**config.mk**
```make
export PLATFORM = sky130hd
export DESIGN_NAME = msb_first_field_serializer
export DESIGN_NICKNAME = d
export VERILOG_FILES = /design/src/hdl/mffs_pkg.sv /design/src/hdl/msb_first_field_serializer.sv
export SDC_FILE = /design/constraint.sdc
export NUM_CORES = 1
export LEC_CHECK = 0
export BUFFER_PORTS_ARGS = -buffer_cell sky130_fd_sc_hd__buf_4
export CORE_AREA = 2 2 81 83
export CTS_BUF_LIST = sky130_fd_sc_hd__clkbuf_4 sky130_fd_sc_hd__clkbuf_8 sky130_fd_sc_hd__clkbuf_16
export CTS_CLUSTER_DIAMETER = 40
export DETAILED_ROUTE_END_ITERATION = 8
export DIE_AREA = 0 0 83 85
export GPL_ROUTABILITY_DRIVEN = 0
export GPL_TIMING_DRIVEN = 0
export HOLD_SLACK_MARGIN = 0.05
export PLACE_DENSITY = 0.74
export SLEW_MARGIN = 15
export SYNTH_ARGS = -nofsm -noshare
export SYNTH_HDL_FRONTEND = slang
export SYNTH_SLANG_ARGS = --single-unit
```
**constraint.sdc**
```tcl
create_clock -name clk -period 3.41 [get_ports clk]
set_input_delay 0.341 -clock clk [delete_from_list [all_inputs] [get_ports clk]]
set_output_delay 0.341 -clock clk [all_outputs]
set_load 0.02 [all_outputs]
```
**src/hdl/mffs_pkg.sv**
```systemverilog
// ----------------------------------------------------------------------------
// mffs_pkg
// Shared types and constants of the msb-first field serialiser.
// ----------------------------------------------------------------------------
package mffs_pkg;

  // field widths
  localparam int unsigned VALUE_W   = 32;
  localparam int unsigned COUNT_W   = 6;
  localparam int unsigned BYTE_W    = 8;
  localparam int unsigned POS_W     = $clog2(VALUE_W);
  localparam int unsigned S_TDATA_W = ((VALUE_W + COUNT_W + 7) / 8) * 8;

  // operation codes carried on s_tuser
  typedef enum logic {
    OP_BITS  = 1'b0,
    OP_BYTES = 1'b1
  } op_t;

endpackage

```
**src/hdl/msb_first_field_serializer.sv**
```systemverilog
// ----------------------------------------------------------------------------
// msb_first_field_serializer
// Packs fields msb first into bytes, or emits whole bytes big-endian.
//
//   channel   dir   contents
//   s_*       in    tdata {field_count, field_value}, tuser opcode
//   m_*       out   tdata out_byte, tuser error, tlast last word of the item
//
// After acceptance a bit-mode item moves one bit per cycle through the bit
// accumulator, save while a finished byte waits on a stalled output; a
// byte-mode item sends field_count bytes, most significant first, as the
// output drains. No item is taken while one runs or the output stalls; zero
// count or an error ends an item on acceptance. Words use one output register.
// Reset (rst, synchronous) clears the accumulator and empties the output.
// ----------------------------------------------------------------------------
module msb_first_field_serializer #(
  parameter int unsigned VALUE_BITS  = 32,
  parameter int unsigned VALUE_BYTES = 4
) (
  input  logic                             clk,
  input  logic                             rst,
  // input words
  input  logic                             s_tvalid,
  output logic                             s_tready,
  input  logic [mffs_pkg::S_TDATA_W-1:0]   s_tdata,  // field_value, field_count
  input  logic [0:0]                       s_tuser,  // opcode
  // output words
  output logic                             m_tvalid,
  input  logic                             m_tready,
  output logic [mffs_pkg::BYTE_W-1:0]      m_tdata,  // out_byte
  output logic                             m_tlast,
  output logic [0:0]                       m_tuser   // error
);

  localparam int unsigned CMP_W = mffs_pkg::COUNT_W + 1;
  localparam int unsigned VW    = mffs_pkg::VALUE_W;
  localparam int unsigned CW    = mffs_pkg::COUNT_W;
  localparam int unsigned BW    = mffs_pkg::BYTE_W;
  localparam int unsigned PW    = mffs_pkg::POS_W;
  localparam int unsigned LANES = VW / BW;
  localparam int unsigned LW    = $clog2(LANES);

  typedef enum logic {IDLE, RUN} state_t;

  state_t              state;
  mffs_pkg::op_t       mode;
  logic [VW-1:0]       val;
  logic [CW-1:0]       cnt;
  logic [BW-2:0]       acc;
  logic [2:0]          held;

  // input field views
  logic [VW-1:0]       in_value;
  logic [CW-1:0]       in_count;
  mffs_pkg::op_t       in_op;
  logic                in_err;

  assign in_value = s_tdata[VW-1:0];
  assign in_count = s_tdata[VW+CW-1:VW];
  assign in_op    = mffs_pkg::op_t'(s_tuser[0]);

  // count range check
  always_comb begin
    if (in_op == mffs_pkg::OP_BITS) begin
      in_err = {1'b0, in_count} > CMP_W'(VALUE_BITS);
    end else begin
      in_err = {1'b0, in_count} > CMP_W'(VALUE_BYTES);
    end
  end

  // current digit, bits above the value read as zero
  logic [CW-1:0] pos;
  logic          cur_bit;
  logic [BW-1:0] cur_byte;
  logic [BW-1:0] bit_word;
  logic          slot_free;
  logic          emit;
  logic          step;
  logic          load;

  assign pos      = cnt - CW'(1);
  assign cur_bit  = (pos >= CW'(VW)) ? 1'b0 : val[pos[PW-1:0]];
  assign cur_byte = (pos >= CW'(LANES)) ? '0 : val[{pos[LW-1:0], 3'b000} +: BW];
  assign bit_word = {acc, cur_bit};

  assign slot_free = !m_tvalid || m_tready;
  assign s_tready  = (state == IDLE) && slot_free;
  assign emit      = (mode == mffs_pkg::OP_BYTES) || (held == 3'd7);
  assign step      = (state == RUN) && (!emit || slot_free);

  // output register takes an error word or a finished byte
  assign load = ((state == IDLE) && s_tvalid && s_tready && (in_count != '0) && in_err)
             || (step && emit);

  // control, accumulator and output register
  always_ff @(posedge clk) begin
    if (rst) begin
      state    <= IDLE;
      acc      <= '0;
      held     <= '0;
      m_tvalid <= 1'b0;
    end else begin
      if (load) begin
        m_tvalid <= 1'b1;
      end else if (m_tvalid && m_tready) begin
        m_tvalid <= 1'b0;
      end
      case (state)
        IDLE: begin
          if (s_tvalid && s_tready && in_count != '0) begin
            if (in_err) begin
              m_tdata    <= '0;
              m_tlast    <= 1'b1;
              m_tuser[0] <= 1'b1;
            end else begin
              mode  <= in_op;
              val   <= in_value;
              cnt   <= in_count;
              state <= RUN;
            end
          end
        end
        RUN: begin
          if (step) begin
            cnt <= pos;
            if (cnt == CW'(1)) begin
              state <= IDLE;
            end
            if (mode == mffs_pkg::OP_BYTES) begin
              m_tdata    <= cur_byte;
              m_tlast    <= (cnt == CW'(1));
              m_tuser[0] <= 1'b0;
            end else if (held == 3'd7) begin
              // byte complete; last of the item when later bits cannot fill another one
              m_tdata    <= bit_word;
              m_tlast    <= (cnt <= CW'(BW));
              m_tuser[0] <= 1'b0;
              acc        <= '0;
              held       <= '0;
            end else begin
              acc  <= bit_word[BW-2:0];
              held <= held + 3'd1;
            end
          end
        end
        default: begin
          state <= IDLE;
        end
      endcase
    end
  end

endmodule

```
==> metrics.csv <==
metric,value,unit
cpPeakStageDelay,0.50,ns
insertion_delay,0.34,ns
dr.pass1.iters,4,
io_buffers,54,
fin_crit_sh,84.23,%
drt-total-wl,5714,µm
io_pins,57,
rsz0062_at_grt,no,
wl_per_cell,14.96,µm
area_growth,23.21,%
hold_ws,0.1719,ns
ant_nets,0,
path_class,reg -> reg,
viasPerCell,5.369,
synth_nets,283,
start_kind,register,
clk_path_buf_depth,2,
ctsHtreeMaxLevel,3,
place_ws,0.5040,ns
die_h,85,µm
die_w,83,µm
drv_cap,0,
setup_violations,0,
report.final.slew_viol_count,0,
slew_headroom,34.16,%
p_seq_share,52.1,%
cts_resized,0,
ys_async_sr_fraction,0,%
first_global_vias,1989,
status,"complete, no violations",
clk_pin_slew,0.06,ns
post_cts_buffers,0,
cpMaxStageDelayCell,mux4_2,
clockPowerShare,33.5,%
switching_share,23.66,%
grt_max_degree,33,
vias,2051,
synth-seq-cells,61,
pwr_density_cell,439.6,nW/µm²
ir_drop,0.0003023,V
synth_area,2997,µm²
arrival,2.95,ns
num_rows,29,
worst_setup_path_end_kind,register,
required,3.48,ns
holdBufCountCts,0,
yosys_most_used_dff,edfxtp_1,
synth-edff-count,49,
hold_class,in -> reg,
layout_setup_ws,0.5376,ns
antenna_cells,0,
dieArea,7055,µm²
ys_types,51,
cts-root-buf,clkbuf_8,
clock_skew,0.005135,ns
dp_hpwl,4362,µm
path_cells,buf_4 > buf_6 > buf_4 > inv_1 > ha_1 > buf_6 > mux4_2 > nor2_1 > o21bai_1 > a31o_1 > o2111ai_1 > o22ai_2,
worst_pin_slew,0.9877,ns
core,6205,µm²
cts_sinks,61,
drcViolationCount,0,
initial_core_util,48.30,%
setup_tns,0,ns
grt_pass1_wl,9673,µm
cts_buffers,9,
grt_usage,17.80,%
p_int,1.239,mW
syn_avg_cell_area,12.81,µm²
fin_crit,2.872,ns
synthesis.instances,234,
nets,349,
layout-drive-gt1-share,33.44,%
yosysSeqAreaShare,57.12,%
power.leakage,1.398,nW
path_max_fanout,10,
cts_tree,yes,
antenna_found_initial,0,
switchingPower,0.3840,mW
overflow,0,
n_fill_cell,517,
drt_iter0_markers,67,
yosysWarnings,0,
hold_viol_final,0,
power_frac_comb,14.4,%
timing.fmax,348.1,MHz
==> metal layers <==
metal	track usage, %	part of all wire (%)
met3	4.280	3.9
met5	0	0
met2	28.67	50
met1	22.47	44
met4	9.538	2.2
==> state kept, by name (all words and copies together), names as in the netlist <==
name and cells:
cnt 6, mode 1, m_tvalid 1, val 32, acc 7, m_tlast 1, m_tdata 8, m_tuser 1
state 1, held 3
==> Yosys cell counts (2+ instances only) <==
library cell | count | area (µm²)
xnor2_1 | 2 | 17.52
nor3b_1 | 2 | 15.01
o21ai_0 | 2 | 10.01
ha_1 | 4 | 50.05
a22oi_1 | 7 | 52.55
nor3_1 | 2 | 10.01
edfxtp_1 | 49 | 1471
nand3b_1 | 2 | 15.01
nor4_1 | 2 | 12.51
nand3_1 | 7 | 35.03
a21oi_1 | 10 | 50.05
nor2_1 | 27 | 101.4
inv_1 | 14 | 52.55
mux4_2 | 13 | 292.8
xnor2_2 | 2 | 32.53
dfxtp_1 | 12 | 240.2
nor2b_1 | 4 | 25.02
mux2i_1 | 5 | 50.05
o31a_1 | 2 | 17.52
nand4_1 | 2 | 12.51
clkbuf_1 | 5 | 18.77
buf_6 | 3 | 33.78
buf_4 | 5 | 37.54
nand2_1 | 16 | 60.06
o21ai_1 | 9 | 45.04
==> critical path, delay by kind of cell (launching register included) <==
kind	cells	cell delay, ns
multiplexers	1	0.50
flip-flops	1	0.36
buffers and inverters	5	0.79
adder cells (fa/ha/maj)	1	0.29
AND/OR/NAND/NOR	1	0.10
AO/OA/AOI/OAI	4	0.56
==> path summary, 6_finish.rpt <==
kind / startpoint / endpoint / slack (ns) / depth (start not counted)
max: cnt[0] / m_tdata[0] / 0.54 / 12
min: s_tdata[23] / val[23] / 0.17 / 1
max reg2reg: cnt[0] / m_tdata[0] / 0.54 / 12
min reg2reg: held[2] / held[2] / 0.46 / 2
==> cells in the final DEF, fill, tap and decap left out, types with 2 or more instances in the layout <==
master / n
xnor2_1: 2
a22oi_1: 7
a21oi_1: 10
mux4_2: 13
clkbuf_4: 4
clkbuf_1: 5
nor3b_1: 2
nor2b_1: 3
o21ai_0: 2
edfxtp_1: 49
nor2_1: 27
nand3_1: 7
dfxtp_1: 12
buf_4: 59
xnor2_2: 2
nand3b_1: 2
buf_6: 3
clkbuf_8: 9
nand2_1: 16
nor4_1: 2
ha_1: 4
clkinv_1: 2
o21ai_1: 9
mux2i_1: 5
nand4_1: 2
nor3_1: 2
inv_1: 14
o31a_1: 2
==> cell families (layout without fill, tap and decap cells) <==
| group | Yosys count | count (layout) | synth area share (%) |
|---|---|---|---|
| adders and majority gates | 4 | 4 | 1.670 |
| muxes | 20 | 20 | 12.19 |
| buffers and inverters | 29 | 100 | 5.052 |
| AOI/OAI and AO/OA | 41 | 41 | 9.646 |
| and+or+nand+nor | 74 | 74 | 12.36 |
| xor gates and xnor gates | 5 | 5 | 1.963 |
| DFF | 61 | 61 | 57.12 |
==> power groups by stage <==
| stage | clock network [mW] | logic [mW] | registers, mW |
|---|---|---|---|
| final | 0.543 | 0.233 | 0.846 |
| after global routing | 0.590 | 0.254 | 0.849 |
| after CTS | 0.560 | 0.235 | 0.846 |
| after detailed placement | 0 | 0.235 | 0.862 |
| after global placement | 0 | 0.228 | 0.862 |
| after floorplan | 0 | 0.137 | 0.869 |
==> metrics by stage <==
| stage | util (%) | std cells | instance area (µm²) | power (mW) |
|---|---|---|---|---|
| 3_5_place_dp | 56.83 | 366 | 3526 | 1.097 |
| 4_1_cts | 59.51 | 382 | 3692 | 1.641 |
| 6_report | 59.51 | 382 | 3692 | 1.623 |
| 3_3_place_gp | 56.42 | 365 | 3501 | 1.090 |
| 5_1_grt | 59.51 | 382 | 3692 | 1.693 |
| 2_1_floorplan | - | 234 | 2999 | 1.007 |
==> cell type report <==
type,count,area [µm²],share of cell area (%)
repair buffers,55,425.4,11.52
plain buffers,14,95.09,2.575
flip-flops and latches,61,1712,46.36
clock buffers,13,153.9,4.168
inverters,15,56.30,1.525
clock inverters,3,12.51,0.3389
multi-input cells,144,1141,30.90
well taps,77,96.34,2.609
Note: power is estimated with default switching activity, not from simulation.
